### src/hdl/pled_pkg.sv
// Shared constants and types for the port LED status store.
// No dependencies; imported by every module of the block.
package pled_pkg;

    localparam int TOP_PORTS    = 16;
    localparam int BOTTOM_PORTS = 32;
    localparam int ALL_PORTS    = TOP_PORTS + BOTTOM_PORTS;

    localparam int PORT_W  = 6;
    localparam int CH_W    = 3;
    localparam int FIELD_W = 5;
    localparam int FIELDS  = 6;
    localparam int WORD_W  = FIELD_W * FIELDS;
    localparam int LANES   = 4;
    localparam int LANE_W  = $clog2(LANES);

    // Port arithmetic runs one bit wider so that twice a port still fits.
    localparam int PNUM_W = PORT_W + 1;

    localparam int TOP_IW = (TOP_PORTS > 1) ? $clog2(TOP_PORTS) : 1;
    localparam int BOT_IW = $clog2(BOTTOM_PORTS);

    // Field holding the partner color in a bottom word; lane fields start after it.
    localparam int PARTNER_FIELD = 1;
    localparam int LANE_FIELD0   = 2;

    localparam int CQ_DEPTH = 2;
    localparam int CQ_AW    = 1;
    localparam int CQ_CW    = 2;

    typedef logic [WORD_W-1:0]  t_led_word;
    typedef logic [FIELD_W-1:0] t_color;

    typedef enum logic {
        OP_SET = 1'b0,
        OP_GET = 1'b1
    } t_op;

    // Classified request as it travels from the front to the back.
    typedef struct packed {
        t_op               op;
        logic              bad;
        logic              is_top;
        logic              partner_ok;
        logic [TOP_IW-1:0] top_idx;
        logic [BOT_IW-1:0] bot_idx;
        logic [BOT_IW-1:0] partner_idx;
        logic [LANE_W-1:0] lane;
        t_color            color;
    } t_cmd;

endpackage

### src/hdl/pled_front.sv
// Request classifier: range checks and store index computation.
// Depends on pled_pkg.
module pled_front import pled_pkg::*; (
    input  logic              i_operation,
    input  logic [PORT_W-1:0] i_port,
    input  logic [CH_W-1:0]   i_channel,
    input  logic [FIELD_W-1:0] i_color,
    output t_cmd              o_cmd
);

    logic [PNUM_W-1:0] port_ext;
    logic [PNUM_W-1:0] bot_off;
    logic [PNUM_W-1:0] partner;
    logic              is_top;
    logic              is_bot;

    always_comb begin
        port_ext = {1'b0, i_port};
        bot_off  = port_ext - PNUM_W'(TOP_PORTS);
        partner  = port_ext << 1;
        is_top   = port_ext < PNUM_W'(TOP_PORTS);
        is_bot   = !is_top && (port_ext < PNUM_W'(ALL_PORTS));

        o_cmd.op          = t_op'(i_operation);
        o_cmd.bad         = !(is_top || is_bot) || (i_channel >= CH_W'(LANES));
        o_cmd.is_top      = is_top;
        o_cmd.partner_ok  = partner < PNUM_W'(BOTTOM_PORTS);
        o_cmd.top_idx     = i_port[TOP_IW-1:0];
        o_cmd.bot_idx     = bot_off[BOT_IW-1:0];
        o_cmd.partner_idx = partner[BOT_IW-1:0];
        o_cmd.lane        = i_channel[LANE_W-1:0];
        o_cmd.color       = i_color;
    end

endmodule

### src/hdl/pled_cmd_queue.sv
// Short command queue between the classifier and the store engine.
// Depends on pled_pkg.
module pled_cmd_queue import pled_pkg::*; (
    input  logic i_clk,
    input  logic i_rst_n,
    input  logic i_push,
    input  t_cmd i_cmd,
    output logic o_full,
    input  logic i_pop,
    output logic o_valid,
    output t_cmd o_cmd
);

    t_cmd             r_mem [CQ_DEPTH];
    logic [CQ_AW-1:0] r_wr_ptr;
    logic [CQ_AW-1:0] r_rd_ptr;
    logic [CQ_CW-1:0] r_count;

    logic do_push;
    logic do_pop;

    assign o_full  = (r_count == CQ_CW'(CQ_DEPTH));
    assign o_valid = (r_count != '0);
    assign o_cmd   = r_mem[r_rd_ptr];
    assign do_push = i_push && !o_full;
    assign do_pop  = i_pop && o_valid;

    always_ff @(posedge i_clk) begin
        if (!i_rst_n) begin
            r_wr_ptr <= '0;
            r_rd_ptr <= '0;
            r_count  <= '0;
        end else begin
            if (do_push) begin
                r_wr_ptr <= r_wr_ptr + CQ_AW'(1);
            end
            if (do_pop) begin
                r_rd_ptr <= r_rd_ptr + CQ_AW'(1);
            end
            case ({do_push, do_pop})
                2'b10:   r_count <= r_count + CQ_CW'(1);
                2'b01:   r_count <= r_count - CQ_CW'(1);
                default: r_count <= r_count;
            endcase
        end
    end

    always_ff @(posedge i_clk) begin
        if (do_push) begin
            r_mem[r_wr_ptr] <= i_cmd;
        end
    end

endmodule

### src/hdl/pled_back.sv
// Store engine: LED word stores, one read-modify-write per command, result register.
// Depends on pled_pkg.
module pled_back import pled_pkg::*; (
    input  logic               i_clk,
    input  logic               i_rst_n,
    input  logic               i_cmd_valid,
    input  t_cmd               i_cmd,
    output logic               o_cmd_pop,
    output logic               o_empty,
    input  logic               i_pop,
    output logic [FIELD_W-1:0] o_led_color,
    output logic               o_bad_request
);

    localparam int FSEL_W = $clog2(FIELDS);

    function automatic t_led_word put_field(t_led_word word, logic [FSEL_W-1:0] n,
                                            t_color val);
        t_led_word w;
        w = word;
        for (int f = 0; f < FIELDS; f++) begin
            if (n == FSEL_W'(f)) begin
                w[f*FIELD_W +: FIELD_W] = val;
            end
        end
        return w;
    endfunction

    function automatic t_color get_field(t_led_word word, logic [FSEL_W-1:0] n);
        t_color v;
        v = '0;
        for (int f = 0; f < FIELDS; f++) begin
            if (n == FSEL_W'(f)) begin
                v = word[f*FIELD_W +: FIELD_W];
            end
        end
        return v;
    endfunction

    t_led_word r_top [TOP_PORTS];
    t_led_word r_bot [BOTTOM_PORTS];

    logic         r_res_valid;
    t_color       r_led_color;
    logic         r_bad;

    logic              take;
    logic              is_set;
    logic              top_we;
    logic              bot_we;
    logic [BOT_IW-1:0] bot_idx;
    logic [FSEL_W-1:0] lane_field;
    t_led_word         top_rd;
    t_led_word         bot_rd;
    t_led_word         top_wd;
    t_led_word         bot_wd;
    t_led_word         lane_wd;
    t_color            n_led_color;

    always_comb begin
        take       = i_cmd_valid && (!r_res_valid || i_pop);
        is_set     = (i_cmd.op == OP_SET);
        bot_idx    = i_cmd.is_top ? i_cmd.partner_idx : i_cmd.bot_idx;
        lane_field = FSEL_W'(i_cmd.lane) + FSEL_W'(LANE_FIELD0);
        top_rd     = r_top[i_cmd.top_idx];
        bot_rd     = r_bot[bot_idx];

        // Top set: color everywhere but the partner field.
        top_wd = '0;
        for (int f = 0; f < FIELDS; f++) begin
            if (f != PARTNER_FIELD) begin
                top_wd[f*FIELD_W +: FIELD_W] = i_cmd.color;
            end
        end

        lane_wd = put_field(bot_rd, lane_field, i_cmd.color);
        if (i_cmd.lane == '0) begin
            lane_wd = put_field(lane_wd, '0, i_cmd.color);
        end
        bot_wd = i_cmd.is_top ? put_field(bot_rd, FSEL_W'(PARTNER_FIELD), i_cmd.color)
                              : lane_wd;

        top_we = take && !i_cmd.bad && is_set && i_cmd.is_top;
        bot_we = take && !i_cmd.bad && is_set && (!i_cmd.is_top || i_cmd.partner_ok);

        n_led_color = '0;
        if (!i_cmd.bad && !is_set) begin
            n_led_color = get_field(i_cmd.is_top ? top_rd : bot_rd, lane_field);
        end
    end

    always_ff @(posedge i_clk) begin
        if (!i_rst_n) begin
            for (int i = 0; i < TOP_PORTS; i++) begin
                r_top[i] <= '0;
            end
            for (int i = 0; i < BOTTOM_PORTS; i++) begin
                r_bot[i] <= '0;
            end
            r_res_valid <= 1'b0;
        end else begin
            if (top_we) begin
                r_top[i_cmd.top_idx] <= top_wd;
            end
            if (bot_we) begin
                r_bot[bot_idx] <= bot_wd;
            end
            if (take) begin
                r_res_valid <= 1'b1;
            end else if (i_pop) begin
                r_res_valid <= 1'b0;
            end
        end
    end

    always_ff @(posedge i_clk) begin
        if (take) begin
            r_led_color <= n_led_color;
            r_bad       <= i_cmd.bad;
        end
    end

    assign o_cmd_pop     = take;
    assign o_empty       = !r_res_valid;
    assign o_led_color   = r_led_color;
    assign o_bad_request = r_bad;

endmodule

### src/hdl/port_led_status_register_file_core.sv
// Top level of the front-panel port LED status store.
// Depends on pled_pkg, pled_front, pled_cmd_queue and pled_back.

// Holds one 30-bit LED word (six 5-bit color fields) for each of 16 top and
// 32 bottom ports and answers set and get requests, one result beat per
// request beat, in order. Both sides are queue-like: push a request while
// o_full is low, pop a result while o_empty is low. A pushed request passes
// through the command queue and then the result register before it shows on
// the ports; the sustained rate is one request per clock while results are
// popped as they appear, and the store engine does one read-modify-write per
// request on its flip-flop word stores. A two-entry command queue between the
// classifier and the engine keeps requests flowing while a result waits to be
// popped. Reset clears all LED words in the same cycle; no clearing pass
// follows. Requests naming a port above 47 or a channel above 3 come back
// flagged with a zero color and leave the store untouched.
module port_led_status_register_file_core import pled_pkg::*; (
    input  logic               i_clk,
    input  logic               i_rst_n,
    input  logic               i_push,
    output logic               o_full,
    input  logic               i_operation,
    input  logic [PORT_W-1:0]  i_port,
    input  logic [CH_W-1:0]    i_channel,
    input  logic [FIELD_W-1:0] i_color,
    output logic               o_empty,
    input  logic               i_pop,
    output logic [FIELD_W-1:0] o_led_color,
    output logic               o_bad_request
);

    t_cmd front_cmd;
    t_cmd queue_cmd;
    logic queue_valid;
    logic queue_pop;

    // Classify the incoming beat: range checks and store indexes.
    pled_front u_front (
        .i_operation (i_operation),
        .i_port      (i_port),
        .i_channel   (i_channel),
        .i_color     (i_color),
        .o_cmd       (front_cmd)
    );

    // Buffer classified requests so the engine can stall on the result side.
    pled_cmd_queue u_queue (
        .i_clk   (i_clk),
        .i_rst_n (i_rst_n),
        .i_push  (i_push),
        .i_cmd   (front_cmd),
        .o_full  (o_full),
        .i_pop   (queue_pop),
        .o_valid (queue_valid),
        .o_cmd   (queue_cmd)
    );

    // Execute against the LED word stores and register the result beat.
    pled_back u_back (
        .i_clk         (i_clk),
        .i_rst_n       (i_rst_n),
        .i_cmd_valid   (queue_valid),
        .i_cmd         (queue_cmd),
        .o_cmd_pop     (queue_pop),
        .o_empty       (o_empty),
        .i_pop         (i_pop),
        .o_led_color   (o_led_color),
        .o_bad_request (o_bad_request)
    );

    // A queued command with a free result slot must show up as a result next cycle.
    a_drain_into_result: assert property (@(posedge i_clk) disable iff (!i_rst_n)
        (queue_valid && o_empty) |=> !o_empty)
        else $error("queued command did not reach the result register");

    // A flagged result never carries a color.
    a_bad_has_no_color: assert property (@(posedge i_clk) disable iff (!i_rst_n)
        (!o_empty && o_bad_request) |-> (o_led_color == '0))
        else $error("flagged result carries a nonzero color");

    // Leaving reset, both sides start drained.
    a_reset_drained: assert property (@(posedge i_clk)
        (i_rst_n && $past(!i_rst_n)) |-> (o_empty && !o_full && !queue_valid))
        else $error("block not drained after reset");

    // The queue can only be full while the engine is held by a waiting result.
    a_full_only_when_blocked: assert property (@(posedge i_clk) disable iff (!i_rst_n)
        o_full |-> !o_empty)
        else $error("command queue full while result register is free");

endmodule
### config.mk
export PLATFORM = sky130hd
export DESIGN_NAME = port_led_status_register_file_core
export DESIGN_NICKNAME = d
export VERILOG_FILES = /design/src/hdl/pled_pkg.sv /design/src/hdl/pled_front.sv /design/src/hdl/pled_cmd_queue.sv /design/src/hdl/pled_back.sv /design/src/hdl/port_led_status_register_file_core.sv
export SDC_FILE = /design/constraint.sdc
export NUM_CORES = 2
export LEC_CHECK = 0
export ABC_AREA = 1
export BUFFER_PORTS_ARGS = -buffer_cell sky130_fd_sc_hd__buf_2
export CAP_MARGIN = 10
export CELL_PAD_IN_SITES_DETAIL_PLACEMENT = 1
export CELL_PAD_IN_SITES_GLOBAL_PLACEMENT = 1
export CORE_ASPECT_RATIO = 0.6
export CORE_MARGIN = 2
export CORE_UTILIZATION = 49
export DETAILED_ROUTE_END_ITERATION = 16
export PLACE_DENSITY_LB_ADDON = 0.2
export SLEW_MARGIN = 20
export SYNTH_ARGS = -nofsm -noshare
export SYNTH_HDL_FRONTEND = slang
export SYNTH_SLANG_ARGS = --single-unit
### constraint.sdc
create_clock -name i_clk -period 4.1 [get_ports i_clk]
set_clock_uncertainty 0.1 [all_clocks]
set_input_delay 0.82 -clock i_clk [delete_from_list [all_inputs] [get_ports i_clk]]
set_output_delay 0.82 -clock i_clk [all_outputs]
set_load 0.005 [all_outputs]
==> summary.md <==
| Metric | Value |
|---|---|
| Ys flop type | `edfxtp_1` |
| Root Buffer | `clkbuf_16` |
| Total setup violations reported at the end of the flow | `0` |
| Worst reg2reg setup slack | `0.11 ns` |
| Power share of the sequential group | `0.256` |
| Post-route DRC violation count | `0` |
| Die Height | `between 200 and 250 µm` |
| Starting density of the core | `0.498` |
| Final total negative setup slack | `0 ns` |
| Required time reported for the critical path endpoint | `around 4.5 ns` |
| Die Outline Area | `between 70000 and 80000 µm²` |
| Maxcap violations | `0` |
| Count of input and output buffers | `26` |
| Sink of the worst hold path | `u_queue.r_mem[1][17]` |
| Dominant cell type by area after synthesis | `edfxtp_1` |
| Static leakage | `17.5 nW` |
| Footprint of the flip-flops and latches | `22800 µm²` |
| Critical Path, Cell by Cell | `buf_4 -> nand2_1 -> nand2_2 -> buf_4 -> nor2_4 -> buf_12 -> buf_4 -> nor2_1 -> o21ai_0 -> nand2_1 -> nand2_1 -> nand2_1 -> nor2_1 -> nand3_1 -> buf_4 -> a21oi_1` |
| Final HPWL from detailed placement | `91600 µm` |
| Number of buffers inserted during clock tree synthesis | `74` |
| Share of total power in combinational logic | `0.548` |
| Setup repair after global routing missed its margin | `no` |
| Remaining global-route overflow | `0` |
| Largest cells by area after synthesis | `edfxtp_1 61%, nand2_1 11%, a21oi_1 7.1%` |
| Worst setup EP type | `register` |
| Relative contribution of the clock network to total power | `0.197` |
| Actual transition at the worst max-transition pin | `1.08 ns` |
| Post-synth top area share | `0.615` |
| DIE WIDTH | `between 300 and 400 µm` |
| Internal power | `17.3 mW` |
| Clock edge transition at the registers on the reported setup and hold paths | `0.07 ns` |
| Proportion of layout cells with a drive suffix above 1 | `0.102` |
| Total Routing Usage GR | `0.361` |
| Footprint of the multi-input gates | `11700 µm²` |
| Sum of routed wire length over all layers | `around 140000 µm` |
| Peak clock frequency supported by timing | `about 250 MHz` |
| CP max-delay cell | `nor2_1` |
| TritonCTS Sinks | `762` |
| Number of vias per cell | `6.13` |
| CTS tree | `built` |
| Top delay family on crit path | `simple AND/OR/NAND/NOR gates` |
| Detailed router's first-iteration violation count | `4397` |
| Core area | `around 74000 µm²` |
| Proportion of synthesized chip area in sequential cells | `0.618` |
| Average wire length per cell after detail routing | `27.8 µm` |
| Power spent charging and discharging nets | `18.4 mW` |
| Area grow syn2layout | `11.9%` |
| Largest stage delay on the critical path | `0.43 ns` |
| Count of distinct cell types in the synthesized netlist | `34` |
| Boundary Pins | `27` |
| Net count after synthesis | `4041` |
| Tightest slew margin relative to the limit | `0.277` |
| Number of enable-type register cells in the synthesized netlist | `approximately 760` |
| Path depth of the worst reg2reg path | `16` |
| H-tree depth reported by CTS | `3` |
| Number of warnings printed during yosys synthesis | `0` |
| Antenna violations before repair | `2` |
| Power per cell area | `864 nW/µm²` |
| Vias in the first global route | `~31000` |
| Later-pin clock latency in the skew report | `0.65 ns` |
| Drt first pass iters | `5` |
| Routability congestion estimate | `roughly 1` |
| Worst Hold Launch | `i_port[1]` |
| Final number of hold-violating endpoints | `0` |
| Net count, final | `3998` |
| # Post-CTS Setup Buffers | `0` |
| Final period util | `0.972` |
| Critical Setup Path Class | `register to register` |
| Critical path startpoint category | `register` |
| Count of buffer and inverter cells on the critical path | `5` |
| Cells after Synth | `4021` |
| Switching portion of total power | `0.515` |
| Syn_area_per_cell | `9.18 µm²` |
| Clk buf depth | `3` |
| Antenna-violating nets left | `0` |
| Shortest period the worst path allows | `~4.0 ns` |
| Cts-stage hold buffer count | `0` |
| PostCTS Resize Cnt | `0` |
| Maximum fanout along the worst path | `36` |
| Post-synthesis instance area | `roughly 37000 µm²` |
| Synthesized flop and latch total | `762` |
| Wire length of the first global-routing pass | `204000 µm` |
| Async set-reset flop share out of synthesis | `0` |
| Post-place setup slack | `0.172 ns` |
| Worst endpoint data arrival time | `4.37 ns` |
| WHS Path Cells | `1` |
| Final-layout fill cell count | `around 8300` |
| Worst Hold Class | `input port to register` |
| Endpoint of the worst register-to-register path | `u_back.r_bot[30][16]` |
| Std cell rows | `77` |
| Max-slew violation count | `0` |
| Status | `completed` |
| Detailed-route via count | `30755` |
| Maximum number of pins on one net before global-route repair | `81` |
| Maximum ir drop on the vdd rail | `~1.1 mV` |
| Slack of the critical path | `approximately 0.11 ns` |
## layout by cell type (no fill, tap or decap), types with 11 or more instances in the layout
master / n
inv_1: 211
nand2_1: 1107
a21oi_1: 523
clkbuf_1: 20
nand3_1: 43
edfxtp_1: 756
buf_4: 189
buf_12: 39
or2_2: 11
nor2_1: 606
a22oi_1: 16
nand3b_1: 76
clkbuf_16: 79
o21ai_0: 175
buf_2: 26
o21ai_1: 54
## layout make-up
class,count,area share
repair buffers,255,0.0571
multi-input cells,2664,0.283
clock inverters,27,0.00684
flip-flops and latches,762,0.552
clock buffers,102,0.0507
inverters,221,0.0202
diodes,1,0.0000606
well taps,987,0.0299
## worst max path at each step
stage	startpoint	to	cells after the start
final	register	u_back.r_bot[30][16]	16
after global routing	register	u_back.r_bot[11][25]	16
after CTS	register	u_back.r_bot[30][16]	15
after detailed placement	register	u_back.r_bot[30][16]	15
after global placement	register	u_back.r_bot[30][16]	15
after floorplan	i_pop	u_back.r_bot[10][10]	9
## through the flow
step / total power [mW] / area (µm²) / cells / utilization / hold WS, ns
3_5_place_dp: 27.8 / 38900 / 4888 / 0.525 / 0.347
2_1_floorplan: 19.1 / 36900 / 4021 / - / 0.326
6_report: 35.7 / 41300 / 5019 / 0.558 / 0.278
4_1_cts: 34.9 / 41300 / 5017 / 0.557 / 0.250
3_3_place_gp: 27.5 / 38900 / 4888 / 0.525 / 0.335
5_1_grt: 36.8 / 41300 / 5018 / 0.558 / 0.272
## kinds of logic after synthesis
family,after synthesis,share of synthesized area
buf+inv,595,0.0685
mux,2,0.000542
fa+ha+maj,1,0.000339
simple gates,1881,0.204
compound gates,780,0.108
flops,762,0.618
## power groups by stage
| stage | sequential [mW] | clock, mW | combinational (mW) |
|---|---|---|---|
| 2_1_floorplan | 9.21 | 0 | 9.91 |
| 3_3_place_gp | 9.26 | 0 | 18.3 |
| 3_5_place_dp | 9.28 | 0 | 18.5 |
| 4_1_cts | 9.12 | 7.06 | 18.7 |
| 5_1_grt | 9.15 | 7.32 | 20.3 |
| 6_report | 9.12 | 7.02 | 19.6 |
## synthesized netlist by cell type, types with 3 or more instances
| cell type | count |
|---|---|
| nand2_1 | 1109 |
| edfxtp_1 | 756 |
| nor2_1 | 609 |
| a21oi_1 | 523 |
| inv_1 | 211 |
| clkbuf_1 | 175 |
| o21ai_0 | 175 |
| buf_2 | 164 |
| nand3b_1 | 76 |
| o21ai_1 | 55 |
| nand3_1 | 49 |
| a22oi_1 | 16 |
| buf_1 | 16 |
| buf_4 | 14 |
| or2_2 | 11 |
| inv_2 | 10 |
| dfxtp_1 | 6 |
| nor2_2 | 6 |
| buf_6 | 5 |
| nand2_2 | 5 |
| nand4_1 | 5 |
| nor2_4 | 4 |
| o21ai_2 | 3 |
| o21bai_1 | 3 |
## routing by layer
| metal | share of wire | global-route usage | vias to the layer above |
|---|---|---|---|
| met2 | 0.41 | 0.505 | 1795 |
| li1 | - | - | 13229 |
| met1 | 0.42 | 0.538 | 15438 |
| met3 | 0.13 | 0.0963 | 291 |
| met4 | 0.038 | 0.127 | 2 |
| met5 | 0.000093 | 0 | - |
## flip-flops by register name, summed over array words and instances (netlist names), named ones only
name	count
u_queue.r_count	2
u_queue.r_mem	30
u_back.o_led_color	5
u_back.o_bad_request	1
u_back.r_bot	640
u_back.r_top	80
u_back.r_res_valid	1
u_queue.r_wr_ptr	1
u_queue.r_rd_ptr	1
Power figures use the tool's default switching activity.
